===== src/sv/sector_cache_clock_replacement_top_assert.svh =====
// ----------------------------------------------------------------------------
// Assertion macros for the sector cache
// Concurrent assertion wrappers that compile away when SYNTHESIS is defined.
// ----------------------------------------------------------------------------
`ifndef SECTOR_CACHE_CLOCK_REPLACEMENT_TOP_ASSERT_SVH
`define SECTOR_CACHE_CLOCK_REPLACEMENT_TOP_ASSERT_SVH

`ifndef SYNTHESIS

// Property that must hold at every clock edge outside reset.
`define SCCR_ASSERT(label, clk, rst, prop) \
   label: assert property (@(posedge clk) disable iff (rst) prop) \
      else $error("sccr assertion failed");

// Condition that must never be true outside reset.
`define SCCR_NEVER(label, clk, rst, cond) \
   label: assert property (@(posedge clk) disable iff (rst) !(cond)) \
      else $error("sccr forbidden condition seen");

`else

`define SCCR_ASSERT(label, clk, rst, prop)
`define SCCR_NEVER(label, clk, rst, cond)

`endif

`endif


===== src/sv/sccr_pkg.sv =====
// ----------------------------------------------------------------------------
// sccr_pkg
// Types, sizes and codes shared by the sector cache modules.
// ----------------------------------------------------------------------------
`default_nettype none

package sccr_pkg;

   localparam int ENTRIES     = 64;
   localparam int IDX_W       = $clog2(ENTRIES);
   localparam int CNT_W       = $clog2(ENTRIES + 1);
   localparam int MAX_RESULTS = 64;
   localparam int RES_CNT_W   = $clog2(MAX_RESULTS + 1);
   localparam int SECTOR_W    = 32;
   localparam int SLOT_W      = 6;
   localparam int PIN_W       = 8;
   localparam logic [PIN_W-1:0] PIN_MAX = {PIN_W{1'b1}};

   typedef enum logic [1:0] {
      FUNC_LOOKUP    = 2'd0,
      FUNC_RELEASE   = 2'd1,
      FUNC_FLUSH     = 2'd2,
      FUNC_FLUSH_INV = 2'd3
   } func_type;

   typedef enum logic [1:0] {
      STATUS_OK           = 2'd0,
      STATUS_ALL_PINNED   = 2'd1,
      STATUS_RELEASE_MISS = 2'd2
   } status_type;

   typedef struct packed {
      func_type              func;
      logic [SECTOR_W-1:0]   sector;
      logic                  mark_dirty;
   } req_type;

   typedef struct packed {
      logic                  hit;
      logic [SLOT_W-1:0]     slot;
      logic                  fill_needed;
      logic                  writeback_valid;
      logic [SECTOR_W-1:0]   writeback_sector;
      status_type            status;
      logic                  last;
   } result_type;

   // One word of the tag memory: tag plus per-entry metadata.
   typedef struct packed {
      logic [SECTOR_W-1:0]   tag;
      logic [PIN_W-1:0]      pin;
      logic                  accessed;
      logic                  dirty;
   } entry_type;

   localparam int ENTRY_W = $bits(entry_type);

endpackage

`default_nettype wire


===== src/sv/sccr_ram.sv =====
// ----------------------------------------------------------------------------
// sccr_ram
// Generic simple dual-port RAM, one write and one registered read port.
// ----------------------------------------------------------------------------
`default_nettype none

module sccr_ram #(
   parameter int WIDTH = 8,
   parameter int DEPTH = 16
) (
   input  wire logic                     clock,
   input  wire logic                     wr_en,
   input  wire logic [$clog2(DEPTH)-1:0] wr_addr,
   input  wire logic [WIDTH-1:0]         wr_data,
   input  wire logic                     rd_en,
   input  wire logic [$clog2(DEPTH)-1:0] rd_addr,
   output logic      [WIDTH-1:0]         rd_data
);

   logic [WIDTH-1:0] mem_ff [DEPTH];
   logic [WIDTH-1:0] rd_data_ff;

   always_ff @(posedge clock) begin
      if (wr_en) begin
         mem_ff[wr_addr] <= wr_data;
      end
      if (rd_en) begin
         rd_data_ff <= mem_ff[rd_addr];
      end
   end

   assign rd_data = rd_data_ff;

endmodule

`default_nettype wire


===== src/sv/sccr_rsp_reg.sv =====
// ----------------------------------------------------------------------------
// sccr_rsp_reg
// Output register that decouples the controller from the result channel.
// ----------------------------------------------------------------------------
`default_nettype none

module sccr_rsp_reg (
   input  wire logic                 clock,
   input  wire logic                 reset,
   input  wire logic                 in_valid,
   output logic                      in_ready,
   input  wire sccr_pkg::result_type in_data,
   output logic                      out_valid,
   input  wire logic                 out_ready,
   output sccr_pkg::result_type      out_data
);

   logic                 valid_ff;
   logic                 valid_in;
   sccr_pkg::result_type data_ff;

   assign in_ready = !valid_ff || out_ready;

   always_comb begin
      valid_in = valid_ff;
      if (in_ready) begin
         valid_in = in_valid;
      end
   end

   always_ff @(posedge clock) begin
      if (reset) begin
         valid_ff <= 1'b0;
      end else begin
         valid_ff <= valid_in;
      end
      if (in_valid && in_ready) begin
         data_ff <= in_data;
      end
   end

   assign out_valid = valid_ff;
   assign out_data  = data_ff;

endmodule

`default_nettype wire


===== src/sv/sccr_ctrl.sv =====
// ----------------------------------------------------------------------------
// sccr_ctrl
// Sequencer that scans the tag memory for lookup, release, victim and flush.
// ----------------------------------------------------------------------------
`default_nettype none

`include "sector_cache_clock_replacement_top_assert.svh"

module sccr_ctrl (
   input  wire logic                              clock,
   input  wire logic                              reset,
   input  wire logic                              req_valid,
   output logic                                   req_ready,
   input  wire sccr_pkg::req_type                 req_item,
   output logic                                   emit_valid,
   input  wire logic                              emit_ready,
   output sccr_pkg::result_type                   emit_data,
   output logic                                   mem_wr_en,
   output logic [sccr_pkg::IDX_W-1:0]             mem_wr_addr,
   output logic [sccr_pkg::ENTRY_W-1:0]           mem_wr_data,
   output logic                                   mem_rd_en,
   output logic [sccr_pkg::IDX_W-1:0]             mem_rd_addr,
   input  wire logic [sccr_pkg::ENTRY_W-1:0]      mem_rd_data
);

   typedef enum logic [3:0] {
      S_IDLE,
      S_LK_READ,
      S_LK_CHK,
      S_VS_READ,
      S_VS_CHK,
      S_FL_READ,
      S_FL_CHK,
      S_FL_END,
      S_EMIT
   } state_type;

   state_type                         state_ff, state_in;
   sccr_pkg::req_type                 item_ff, item_in;
   logic [sccr_pkg::CNT_W-1:0]        idx_ff, idx_in;
   logic [sccr_pkg::CNT_W-1:0]        used_ff, used_in;
   logic [sccr_pkg::ENTRIES-1:0]      valid_ff, valid_in;
   logic                              pass_ff, pass_in;
   logic [sccr_pkg::RES_CNT_W-1:0]    k_ff, k_in;
   logic                              remain_ff, remain_in;
   logic                              pend_ff, pend_in;
   sccr_pkg::result_type              res_ff, res_in;
   logic                              rd_valid_ff;

   sccr_pkg::entry_type               rd_ent;
   sccr_pkg::entry_type               wr_ent;
   sccr_pkg::entry_type               new_ent;
   logic [sccr_pkg::IDX_W-1:0]        cur_idx;
   logic                              is_lookup;

   assign cur_idx   = idx_ff[sccr_pkg::IDX_W-1:0];
   assign is_lookup = (item_ff.func == sccr_pkg::FUNC_LOOKUP);
   assign req_ready = (state_ff == S_IDLE);

   // Metadata of an entry whose valid bit is clear reads as zero.
   always_comb begin
      rd_ent = sccr_pkg::entry_type'(mem_rd_data);
      if (!rd_valid_ff) begin
         rd_ent.pin      = '0;
         rd_ent.accessed = 1'b0;
         rd_ent.dirty    = 1'b0;
      end
   end

   always_comb begin
      new_ent.tag      = item_ff.sector;
      new_ent.pin      = sccr_pkg::PIN_W'(1);
      new_ent.accessed = 1'b1;
      new_ent.dirty    = item_ff.mark_dirty;
   end

   always_comb begin
      state_in  = state_ff;
      item_in   = item_ff;
      idx_in    = idx_ff;
      used_in   = used_ff;
      valid_in  = valid_ff;
      pass_in   = pass_ff;
      k_in      = k_ff;
      remain_in = remain_ff;
      pend_in   = pend_ff;
      res_in    = res_ff;
      wr_ent    = rd_ent;
      mem_wr_en   = 1'b0;
      mem_wr_addr = cur_idx;
      mem_rd_en   = 1'b0;
      mem_rd_addr = cur_idx;
      emit_valid  = 1'b0;
      emit_data   = res_ff;
      emit_data.last = 1'b0;

      unique case (state_ff)
         S_IDLE: begin
            if (req_valid) begin
               item_in   = req_item;
               idx_in    = '0;
               k_in      = '0;
               remain_in = 1'b0;
               pend_in   = 1'b0;
               pass_in   = 1'b0;
               res_in    = '0;
               if (req_item.func == sccr_pkg::FUNC_LOOKUP ||
                   req_item.func == sccr_pkg::FUNC_RELEASE) begin
                  state_in = S_LK_READ;
               end else begin
                  state_in = S_FL_READ;
               end
            end
         end

         S_LK_READ: begin
            if (idx_ff == used_ff) begin
               res_in = '0;
               if (!is_lookup) begin
                  res_in.status = sccr_pkg::STATUS_RELEASE_MISS;
                  state_in      = S_EMIT;
               end else if (used_ff != sccr_pkg::CNT_W'(sccr_pkg::ENTRIES)) begin
                  // Free slot left: fill in slot order.
                  mem_wr_en   = 1'b1;
                  mem_wr_addr = used_ff[sccr_pkg::IDX_W-1:0];
                  wr_ent      = new_ent;
                  valid_in[used_ff[sccr_pkg::IDX_W-1:0]] = 1'b1;
                  used_in     = used_ff + sccr_pkg::CNT_W'(1);
                  res_in.slot        = sccr_pkg::SLOT_W'(used_ff);
                  res_in.fill_needed = 1'b1;
                  state_in    = S_EMIT;
               end else begin
                  idx_in   = '0;
                  state_in = S_VS_READ;
               end
            end else begin
               mem_rd_en = 1'b1;
               state_in  = S_LK_CHK;
            end
         end

         S_LK_CHK: begin
            if (rd_ent.tag == item_ff.sector) begin
               mem_wr_en = 1'b1;
               if (is_lookup) begin
                  if (rd_ent.pin != sccr_pkg::PIN_MAX) begin
                     wr_ent.pin = rd_ent.pin + sccr_pkg::PIN_W'(1);
                  end
                  wr_ent.accessed = 1'b1;
                  wr_ent.dirty    = rd_ent.dirty | item_ff.mark_dirty;
               end else if (rd_ent.pin != '0) begin
                  wr_ent.pin = rd_ent.pin - sccr_pkg::PIN_W'(1);
               end
               res_in      = '0;
               res_in.hit  = 1'b1;
               res_in.slot = sccr_pkg::SLOT_W'(cur_idx);
               state_in    = S_EMIT;
            end else begin
               idx_in   = idx_ff + sccr_pkg::CNT_W'(1);
               state_in = S_LK_READ;
            end
         end

         S_VS_READ: begin
            mem_rd_en = 1'b1;
            state_in  = S_VS_CHK;
         end

         S_VS_CHK: begin
            if (rd_ent.pin == '0 && !rd_ent.accessed) begin
               mem_wr_en = 1'b1;
               wr_ent    = new_ent;
               valid_in[cur_idx] = 1'b1;
               res_in             = '0;
               res_in.slot        = sccr_pkg::SLOT_W'(cur_idx);
               res_in.fill_needed = 1'b1;
               if (rd_ent.dirty) begin
                  res_in.writeback_valid  = 1'b1;
                  res_in.writeback_sector = rd_ent.tag;
               end
               state_in = S_EMIT;
            end else begin
               if (rd_ent.pin == '0) begin
                  // Second chance: clear the accessed bit and move on.
                  mem_wr_en       = 1'b1;
                  wr_ent.accessed = 1'b0;
               end
               if (idx_ff == sccr_pkg::CNT_W'(sccr_pkg::ENTRIES - 1)) begin
                  if (pass_ff) begin
                     res_in        = '0;
                     res_in.status = sccr_pkg::STATUS_ALL_PINNED;
                     state_in      = S_EMIT;
                  end else begin
                     pass_in  = 1'b1;
                     idx_in   = '0;
                     state_in = S_VS_READ;
                  end
               end else begin
                  idx_in   = idx_ff + sccr_pkg::CNT_W'(1);
                  state_in = S_VS_READ;
               end
            end
         end

         S_FL_READ: begin
            if (idx_ff == used_ff) begin
               state_in = S_FL_END;
            end else begin
               mem_rd_en = 1'b1;
               state_in  = S_FL_CHK;
            end
         end

         S_FL_CHK: begin
            if (!rd_ent.dirty) begin
               idx_in   = idx_ff + sccr_pkg::CNT_W'(1);
               state_in = S_FL_READ;
            end else if (k_ff == sccr_pkg::RES_CNT_W'(sccr_pkg::MAX_RESULTS)) begin
               remain_in = 1'b1;
               state_in  = S_FL_END;
            end else begin
               // A new dirty entry proves the held result is not the last one.
               emit_valid = pend_ff;
               if (!pend_ff || emit_ready) begin
                  mem_wr_en    = 1'b1;
                  wr_ent.dirty = 1'b0;
                  res_in                  = '0;
                  res_in.slot             = sccr_pkg::SLOT_W'(cur_idx);
                  res_in.writeback_valid  = 1'b1;
                  res_in.writeback_sector = rd_ent.tag;
                  pend_in  = 1'b1;
                  k_in     = k_ff + sccr_pkg::RES_CNT_W'(1);
                  idx_in   = idx_ff + sccr_pkg::CNT_W'(1);
                  state_in = S_FL_READ;
               end
            end
         end

         S_FL_END: begin
            if (item_ff.func == sccr_pkg::FUNC_FLUSH_INV && !remain_ff) begin
               valid_in = '0;
               used_in  = '0;
            end
            if (!pend_ff) begin
               res_in = '0;
            end
            state_in = S_EMIT;
         end

         S_EMIT: begin
            emit_valid     = 1'b1;
            emit_data.last = 1'b1;
            if (emit_ready) begin
               state_in = S_IDLE;
            end
         end

         default: begin
            state_in = S_IDLE;
         end
      endcase

      mem_wr_data = wr_ent;
   end

   always_ff @(posedge clock) begin
      if (reset) begin
         state_ff  <= S_IDLE;
         idx_ff    <= '0;
         used_ff   <= '0;
         valid_ff  <= '0;
         pass_ff   <= 1'b0;
         k_ff      <= '0;
         remain_ff <= 1'b0;
         pend_ff   <= 1'b0;
      end else begin
         state_ff  <= state_in;
         idx_ff    <= idx_in;
         used_ff   <= used_in;
         valid_ff  <= valid_in;
         pass_ff   <= pass_in;
         k_ff      <= k_in;
         remain_ff <= remain_in;
         pend_ff   <= pend_in;
      end
      item_ff <= item_in;
      res_ff  <= res_in;
      if (mem_rd_en) begin
         rd_valid_ff <= valid_ff[mem_rd_addr];
      end
   end

   // Reads and writes never share a cycle, so no forwarding path is needed.
   `SCCR_NEVER(a_no_rd_wr_overlap, clock, reset, mem_wr_en && mem_rd_en)
   `SCCR_ASSERT(a_used_bound, clock, reset, used_ff <= sccr_pkg::CNT_W'(sccr_pkg::ENTRIES))
   `SCCR_ASSERT(a_flush_cap, clock, reset, k_ff <= sccr_pkg::RES_CNT_W'(sccr_pkg::MAX_RESULTS))
   `SCCR_ASSERT(a_busy_after_accept, clock, reset, req_valid && req_ready |=> !req_ready)
   `SCCR_ASSERT(a_emit_needs_result, clock, reset, emit_valid && !emit_data.last |-> pend_ff)

endmodule

`default_nettype wire


===== src/sv/sector_cache_clock_replacement_top.sv =====
// ----------------------------------------------------------------------------
// sector_cache_clock_replacement_top
// Fully associative sector tag store with second-chance (clock) replacement.
// ----------------------------------------------------------------------------
// Usage:
//   Commands enter on the req_ stream (tuser = function code, tdata = sector
//   and mark_dirty). Results leave on the rsp_ stream; tlast marks the final
//   result of a command. Lookup and release give one result; a flush gives
//   one result per dirty entry written back, or one empty result.
//   Commands are handled one at a time. The tag memory is read one entry at
//   a time, a read state and a check state per entry: a lookup scans from
//   slot 0 up to the hit, a miss scans every used entry, a miss on a full
//   store then runs a victim search of up to two passes over all entries,
//   and a flush scans every used entry; a receiver stall pauses a flush.
//   The next command is accepted in the cycle after the last result has gone
//   into the output register, even if the receiver has not yet taken it.
//   Reset clears pin, accessed and dirty state at once through per-entry
//   valid bits; there is no clearing pass. When the receiver stalls, the
//   output register holds its item and the scan pauses before it produces
//   another result.
// ----------------------------------------------------------------------------
`default_nettype none

module sector_cache_clock_replacement_top (
   input  wire logic        clock,
   input  wire logic        reset,
   input  wire logic        req_tvalid,
   output logic             req_tready,
   input  wire logic [39:0] req_tdata,  // sector[31:0], mark_dirty[32], zero pad
   input  wire logic [1:0]  req_tuser,  // func[1:0]
   output logic             rsp_tvalid,
   input  wire logic        rsp_tready,
   output logic [47:0]      rsp_tdata,  // hit[0], slot[6:1], fill_needed[7],
                                        // writeback_valid[8],
                                        // writeback_sector[40:9], zero pad
   output logic [1:0]       rsp_tuser,  // status[1:0]
   output logic             rsp_tlast
);

   sccr_pkg::req_type    req_item;
   sccr_pkg::result_type emit_data;
   sccr_pkg::result_type rsp_data;
   logic                 emit_valid;
   logic                 emit_ready;

   logic                             mem_wr_en;
   logic [sccr_pkg::IDX_W-1:0]       mem_wr_addr;
   logic [sccr_pkg::ENTRY_W-1:0]     mem_wr_data;
   logic                             mem_rd_en;
   logic [sccr_pkg::IDX_W-1:0]       mem_rd_addr;
   logic [sccr_pkg::ENTRY_W-1:0]     mem_rd_data;

   always_comb begin
      req_item.func       = sccr_pkg::func_type'(req_tuser);
      req_item.sector     = req_tdata[31:0];
      req_item.mark_dirty = req_tdata[32];
   end

   // Tag, pin count, accessed and dirty bits of every entry in one memory.
   sccr_ram #(
      .WIDTH (sccr_pkg::ENTRY_W),
      .DEPTH (sccr_pkg::ENTRIES)
   ) u_tag_ram (
      .clock   (clock),
      .wr_en   (mem_wr_en),
      .wr_addr (mem_wr_addr),
      .wr_data (mem_wr_data),
      .rd_en   (mem_rd_en),
      .rd_addr (mem_rd_addr),
      .rd_data (mem_rd_data)
   );

   sccr_ctrl u_ctrl (
      .clock       (clock),
      .reset       (reset),
      .req_valid   (req_tvalid),
      .req_ready   (req_tready),
      .req_item    (req_item),
      .emit_valid  (emit_valid),
      .emit_ready  (emit_ready),
      .emit_data   (emit_data),
      .mem_wr_en   (mem_wr_en),
      .mem_wr_addr (mem_wr_addr),
      .mem_wr_data (mem_wr_data),
      .mem_rd_en   (mem_rd_en),
      .mem_rd_addr (mem_rd_addr),
      .mem_rd_data (mem_rd_data)
   );

   sccr_rsp_reg u_rsp_reg (
      .clock     (clock),
      .reset     (reset),
      .in_valid  (emit_valid),
      .in_ready  (emit_ready),
      .in_data   (emit_data),
      .out_valid (rsp_tvalid),
      .out_ready (rsp_tready),
      .out_data  (rsp_data)
   );

   assign rsp_tdata = {7'b0, rsp_data.writeback_sector, rsp_data.writeback_valid,
                       rsp_data.fill_needed, rsp_data.slot, rsp_data.hit};
   assign rsp_tuser = rsp_data.status;
   assign rsp_tlast = rsp_data.last;

endmodule

`default_nettype wire


===== config.mk =====
export PLATFORM = sky130hd
export DESIGN_NAME = sector_cache_clock_replacement_top
export DESIGN_NICKNAME = d
export VERILOG_FILES = /design/src/sv/sccr_pkg.sv /design/src/sv/sccr_ram.sv /design/src/sv/sccr_rsp_reg.sv /design/src/sv/sccr_ctrl.sv /design/src/sv/sector_cache_clock_replacement_top.sv
export VERILOG_INCLUDE_DIRS = /design/src /design/src/sv
export SDC_FILE = /design/constraint.sdc
export NUM_CORES = 2
export LEC_CHECK = 0
export BUFFER_PORTS_ARGS = -buffer_cell sky130_fd_sc_hd__clkbuf_2
export CAP_MARGIN = 20
export CORE_ASPECT_RATIO = 0.6
export CORE_MARGIN = 1
export CORE_UTILIZATION = 47
export CTS_CLUSTER_SIZE = 20
export DETAILED_ROUTE_END_ITERATION = 16
export PLACE_DENSITY = 0.63
export SLEW_MARGIN = 20
export SYNTH_ARGS = -nofsm -noshare
export SYNTH_HDL_FRONTEND = slang
export SYNTH_SLANG_ARGS = --single-unit
export TNS_END_PERCENT = 30

===== constraint.sdc =====
create_clock -name clock -period 6.7 [get_ports clock]
set_clock_uncertainty 0.2 [all_clocks]
set_input_delay 0.335 -clock clock [delete_from_list [all_inputs] [get_ports clock]]
set_output_delay 0.335 -clock clock [all_outputs]
set_load 0.005 [all_outputs]

# [Word level (Yosys, flattened, before mapping)]
# Memory sizes are Yosys's and may differ from the RTL's. A register that Yosys moved wholly into a read port is not among the register bits.
# Cells that the tools add are included.
[totals] wordCells=226 rom_bits=0 out_inout_bits=53 inputBits=46 latchBits=0 mem_count=1 mem_bits_rw=2688 register_bits=216
[memory_table] name="u_tag_ram.mem_ff" depth=64 width=42 rd=1 rd_ports_with_merged_regs=1 write_ports=1 line="sccr_ram.sv:20" rtl="logic [WIDTH-1:0] mem_ff [DEPTH];"
[classes] order_cmp=4 n_div=0 addsub=5 shift=0 bitwise_logic=3 n_eq_ne=39 reduce_logical=33 n_mux=115 n_mul=0
[ops] op="$mux 44" count=10
[ops] op="$mux 64" count=5
[ops] op="$pmux 44 s6" count=1
[ops] op="$pmux 64 s3" count=1
[ops] op="$mux 7" count=20
[ops] op="$or 64x64->64" count=2
[ops] op="$mux 42" count=3
[ops] op="$pmux 32 s2" count=1
[ops] op="$mux 4" count=12
[ops] op="$mux 40" count=1
[ops] op="$pmux 4 s9" count=1
[ops] op="$pmux 7 s5" count=1
[ops] op="$mux 1" count=33
[ops] op="$mux 33" count=1
[ops] op="$eq 32x32->1" count=1
[ops] op="$pmux 7 s2" count=2
[ops] op="$pmux 9 s3" count=1
[ops] op="$mux 6" count=4
[ops] op="$mux 8" count=3
[ops] op="$ne 2x1->1 const B" count=11
[ops] op="$add 7x1->7 const B" count=3
[ops] op="$mux 10" count=2
[ops] op="$reduce_and 10->1" count=2
[ops] op="$eq 4x3->1 const B" count=4
[ops] op="42 further kinds" count=74

# [Depth between registers and ports, before layout]
[logic_depth] depth_word=9 ltp_mapped=13 ltp_nobuf=9

# [Modules after synthesis]
# A second synthesis with hierarchy kept.
[unflattened] hier_cells=5424 hier_area_um2=114110.7
[modules_own_cells] module="sccr_ram" area_per_inst_um2=103385.4 instances=1 seq_area_each_um2=81978.6 cells_per_inst=4448
[modules_own_cells] module="sccr_ctrl" area_per_inst_um2=9292.7 instances=1 seq_area_each_um2=4214.0 cells_per_inst=919
[modules_own_cells] module="sccr_rsp_reg" area_per_inst_um2=1376.3 instances=1 seq_area_each_um2=1341.3 cells_per_inst=49
[modules_own_cells] module="sector_cache_clock_replacement_top" area_per_inst_um2=56.3 instances=1 seq_area_each_um2=0.0 cells_per_inst=8

# [Worst setup path after synthesis]
# Ideal clock, no wire load.
[synth_path] path_kind="flip-flop to flip-flop" start="register u_ctrl.item_ff[2] (netlist name)" end="memory u_tag_ram.mem_ff[0][1] (netlist name), data pin" path_buffers=1 path_slack_ns=1.904 synth_period_minus_slack_ns=4.796 required_ns=5.798 t_arrival_ns=3.894 stages_incl_launch_ff=7 setup_time_ns=0.702 cell_sequence="edfxtp_1 xnor2_1 nand4_1 nor4_1 nand3_1 clkbuf_1 o21ai_0"
[synth_between] elab_chain_cells=3
[synth_lines] item="start, declared" line="sccr_ctrl.sv:39" rtl="sccr_pkg::req_type item_ff, item_in;"
[synth_lines] item="start signal, assigned" line="sccr_ctrl.sv:286" rtl="item_ff <= item_in;"
[synth_lines] item="$eq 32x32->1" line="sccr_ctrl.sv:143" rtl="if (rd_ent.tag == item_ff.sector) begin"
[synth_lines] item="$mux 10" line="sccr_ctrl.sv:143"
[synth_lines] item="$pmux 9 s3" line="sccr_ctrl.sv:97" rtl="unique case (state_ff)"
[synth_lines] item="named net mem_wr_data, one bit" line="sector_cache_clock_replacement_top.sv:48" rtl="logic [sccr_pkg::ENTRY_W-1:0] mem_wr_data;"
[synth_lines] item="end, declared" line="sccr_ram.sv:20"
# The timed path passes the listed nets, and every way through them passes these cells.

# [Worst setup path in the final report]
[layout_path] start="register u_tag_ram.rd_data_ff[14], in the netlist u_tag_ram.rd_data[14] (read register of u_tag_ram.mem_ff)" end="memory u_tag_ram.mem_ff[15][13] (netlist name), enable pin"
[layout_between] elab_chain_cells=5
[layout_lines] item="start, declared" line="sccr_ram.sv:21" rtl="logic [WIDTH-1:0] rd_data_ff;"
[layout_lines] item="$eq 32x32->1" line="sccr_ctrl.sv:143"
[layout_lines] item="$mux 1" line="sccr_ctrl.sv:143"
[layout_lines] item="$pmux 1 s4" line="sccr_ctrl.sv:97"
[layout_lines] item="$mux 1" line="sccr_ram.sv:24" rtl="if (wr_en) begin"
[layout_lines] item="$mux 1 (implied by the code)" line="sccr_ram.sv:25" rtl="mem_ff[wr_addr] <= wr_data;"
# Every way passes these cells.

==> impl_results.md <==
- Pre-antenna DRT Iters: 7
- Largest net degree at the start of global routing: 102
- Psw: 10.6 mW
- Final min period: 5250 ps
- Worst IR Drop VDD: 0.251 mV
- Seq/Total Area, Yosys: 80.9%
- Status: completed
- Startpoint type of the worst setup path: flop
- Internal power: 30.3 mW
- Final Wtd Congestion: 0.879
- Slew HR: 20.2%
- Final period utilization: 78.4%
- Port-buffer cells: 84
- Initial antenna violation count: 20
- Synth-to-layout area growth: 13.0%
- Die area: 0.232 mm2
- DP Worst Slack: 1690 ps
- Grt ovf: 0
- Leak: 37.1 nW
- Logic gate share of total power: 12.4%
- Core Region: 0.229 mm2
- Post-synthesis average cell area: 17.8 um2
- Hold endpoint: u_ctrl.item_ff[22]$_DFFE_PP_
- Predominant post-synthesis flop cell: edfxtp_1
- Final #Nets: 6392
- Area contributors post-synth: edfxtp_1, a22oi_1, dfxtp_1
- CTS tree: done
- Reg clk slew, reported paths: 70 ps
- CP endpoint kind: flop
- Via-per-instance ratio: 6.85
- Yosys cell types: 82
- Util after Layout: 53.4%
- Worst Path Required: 7040 ps
- Io pins: 99
- Synthesis-stage register bit count: 2946
- Commonest non-fill, non-tap cell in the layout: edfxtp_1
- Overall routing resource usage: 29.2%
- Power density over cell area: 334 mW/mm2
- Hold Fails Final Rpt: 0
- CP max-delay cell: and3_1
- Max incr delay on CP: 1020 ps
- Max-slew violations: 0
- CTS max path bufs: 4
- Critical path class: reg -> reg
- Worst Reg-to-Reg Cells: 7
- Yosys warns: 0
- Final Total Pwr: 40.9 mW
- Maxcap violations: 0
- Row count: 136
- DRT iter0 DRCs: 11500
- PostCTS Resize Cnt: 0
- Hold Path Depth: 2
- Clock sink count: 2946
- Worst R2R Setup Slack: 1450 ps
- Flop pwr share: 53.8%
- Num CTS Buffers: 243
- Worst-Margin Slew: 1190 ps
- Drt drc: 0
- Worst EP arrival: 5600 ps
- H-tree depth: 4
- CP max FO: 20
- Switching Share: 25.8%
- R2r endpoint: u_tag_ram.mem_ff[15][13]$_DFFE_PP_
- Most frequent cells in the layout: edfxtp_1, a22oi_1, clkbuf_16, buf_4, a22o_1
- Post-synthesis cell area: 0.108 mm2
- Layout Cells excl Fill: 9572
- Synth area leader: edfxtp_1
- Unrepaired setup endpoints after global routing: no
- Placed cells: 9071
- Clk pwr share: 33.8%
- Layout cell share with drive strength beyond 1: 13.1%
- Drt wl/cell: 36.4 um
- Crit path cell chain: xnor2_1 > nand4_1 > nor4_1 > and3_1 > o21ai_4 > nor2_4 > buf_4
- Global-route wire length before repair: 479000 um
- Clk_lat worst skew: 890 ps
- Yosys top cell area share: 79.2%
- Die width: 621 um
- Detail Placement HPWL: 203000 um
- Cells after synthesis: 6087
- Final setup margin: 1450 ps
- Asr flop ratio synth: 0%
- WL final: 348000 um
- # setup viols final: 0
- EDFF count, synth: 2853
- Die extent in y: 374 um
- Post-route ant nets: 0
- Initial Util: 47.3%
- Min-delay src: req_tdata[21]
- Fmax: 190 MHz
- Vias in the first global route: 60300
- Worst hold path class: in -> reg
- Detailed-route via count: 65600
- CTS Root Cell: clkbuf_16
- Filler instances: 17700
- Origin of the critical flop-to-flop path: u_tag_ram.rd_data[14]$_DFFE_PP_
- Setup TNS: 0 ps
[flip-flops by register name, indices dropped and copies added, names as in the netlist, 35 cells and up]
signal / flops
u_ctrl.item_ff: 35
u_ctrl.emit_data: 43
u_ctrl.valid_ff: 64
u_tag_ram.mem_ff: 2688
u_tag_ram.rd_data: 42
u_rsp_reg.out_data: 44
[per-layer routing]
layer | wire length [um] | GRT usage (%)
met1 | 137000 | 43.8
met2 | 145000 | 40.3
met3 | 57500 | 10.6
met4 | 8850 | 7.24
met5 | 132 | 0.0613
[cells in the mapped netlist (8+ instances only)]
library cell	number
a21oi_1	165
a221oi_1	184
a22o_1	187
a22oi_1	1013
a31oi_1	172
a41oi_1	90
and2_1	38
and3_1	13
buf_1	92
buf_2	183
buf_4	20
clkbuf_1	132
dfxtp_1	93
edfxtp_1	2853
ha_1	8
inv_1	13
nand2_1	132
nand3_1	96
nand3b_1	8
nand4_1	100
nor2_1	170
nor3_1	17
nor4_1	46
o211ai_1	16
o21ai_0	29
o21ai_4	9
o22ai_1	54
xnor2_1	32
xor2_1	12
[what timing repair did]
item / CTS / global route
hold buffers: 52 / 0
setup buffers: 0 / 0
hold endpoints to repair: 54 / 0
[worst max-delay path by stage]
stage                                          startpoint                            endpoint  slack (ps)  cells past startpoint
after floorplan               u_ctrl.item_ff[2]$_DFFE_PP_    u_tag_ram.mem_ff[0][1]$_DFFE_PP_        1900                      6
after global placement       u_ctrl.item_ff[22]$_DFFE_PP_  u_tag_ram.mem_ff[32][20]$_DFFE_PP_        1730                      7
after detailed placement  u_tag_ram.rd_data[31]$_DFFE_PP_  u_tag_ram.mem_ff[15][32]$_DFFE_PP_        1690                      7
after CTS                    u_ctrl.item_ff[22]$_DFFE_PP_   u_tag_ram.mem_ff[15][4]$_DFFE_PP_        1680                      7
after global routing         u_ctrl.item_ff[22]$_DFFE_PP_  u_tag_ram.mem_ff[15][35]$_DFFE_PP_        1480                      7
final                     u_tag_ram.rd_data[14]$_DFFE_PP_  u_tag_ram.mem_ff[15][13]$_DFFE_PP_        1450                      7
[final cells by class]
type | instances | area [um2] | area share [%]
inverter | 14 | 52.6 | 0.0430
sequential | 2946 | 87500 | 71.6
clock inverter | 142 | 1050 | 0.860
antenna | 4 | 10.0 | 0.00819
multi-input combinational | 2705 | 19500 | 16.0
clock buffer | 297 | 6410 | 5.24
tap | 3036 | 3800 | 3.11
timing repair buffer | 428 | 3830 | 3.14
[power groups by stage]
stage                     logic [mW]  registers (mW)  clock network [mW]
after floorplan                 2.48            22.4                   0
after global placement          4.72            22.4                   0
after detailed placement        4.84            22.4                   0
after CTS                       4.88            22.0                13.9
after global routing            5.26            22.0                14.6
final                           5.06            22.0                13.8
[worst max-delay path, delay by kind of cell (launching register included)]
family / cells / cell delay (ps)
AOI/OAI and AO/OA: 1 / 390
and+or+nand+nor: 4 / 3150
DFF: 1 / 440
xor gates and xnor gates: 1 / 180
buffers and inverters: 1 / 480
[through the flow]
step / hold slack, ps / cell area (um2)
detailed placement: 205 / 114000
finish: 43.1 / 122000
global placement: 201 / 114000
CTS: 4.02 / 122000
floorplan: 200 / 108000
global route: 23.5 / 122000
[logic make-up after synthesis]
group,count (synthesis),synth area share [%]
XOR/XNOR,44,0.356
AND/OR/NAND/NOR,671,3.16
flip-flops,2946,80.9
other,1,0.00347
multiplexers,1,0.00925
AO/OA/AOI/OAI,1974,13.7
adder cells (fa/ha/maj),8,0.0925
buffers and inverters,442,1.82
Power figures use the tool's default switching activity.
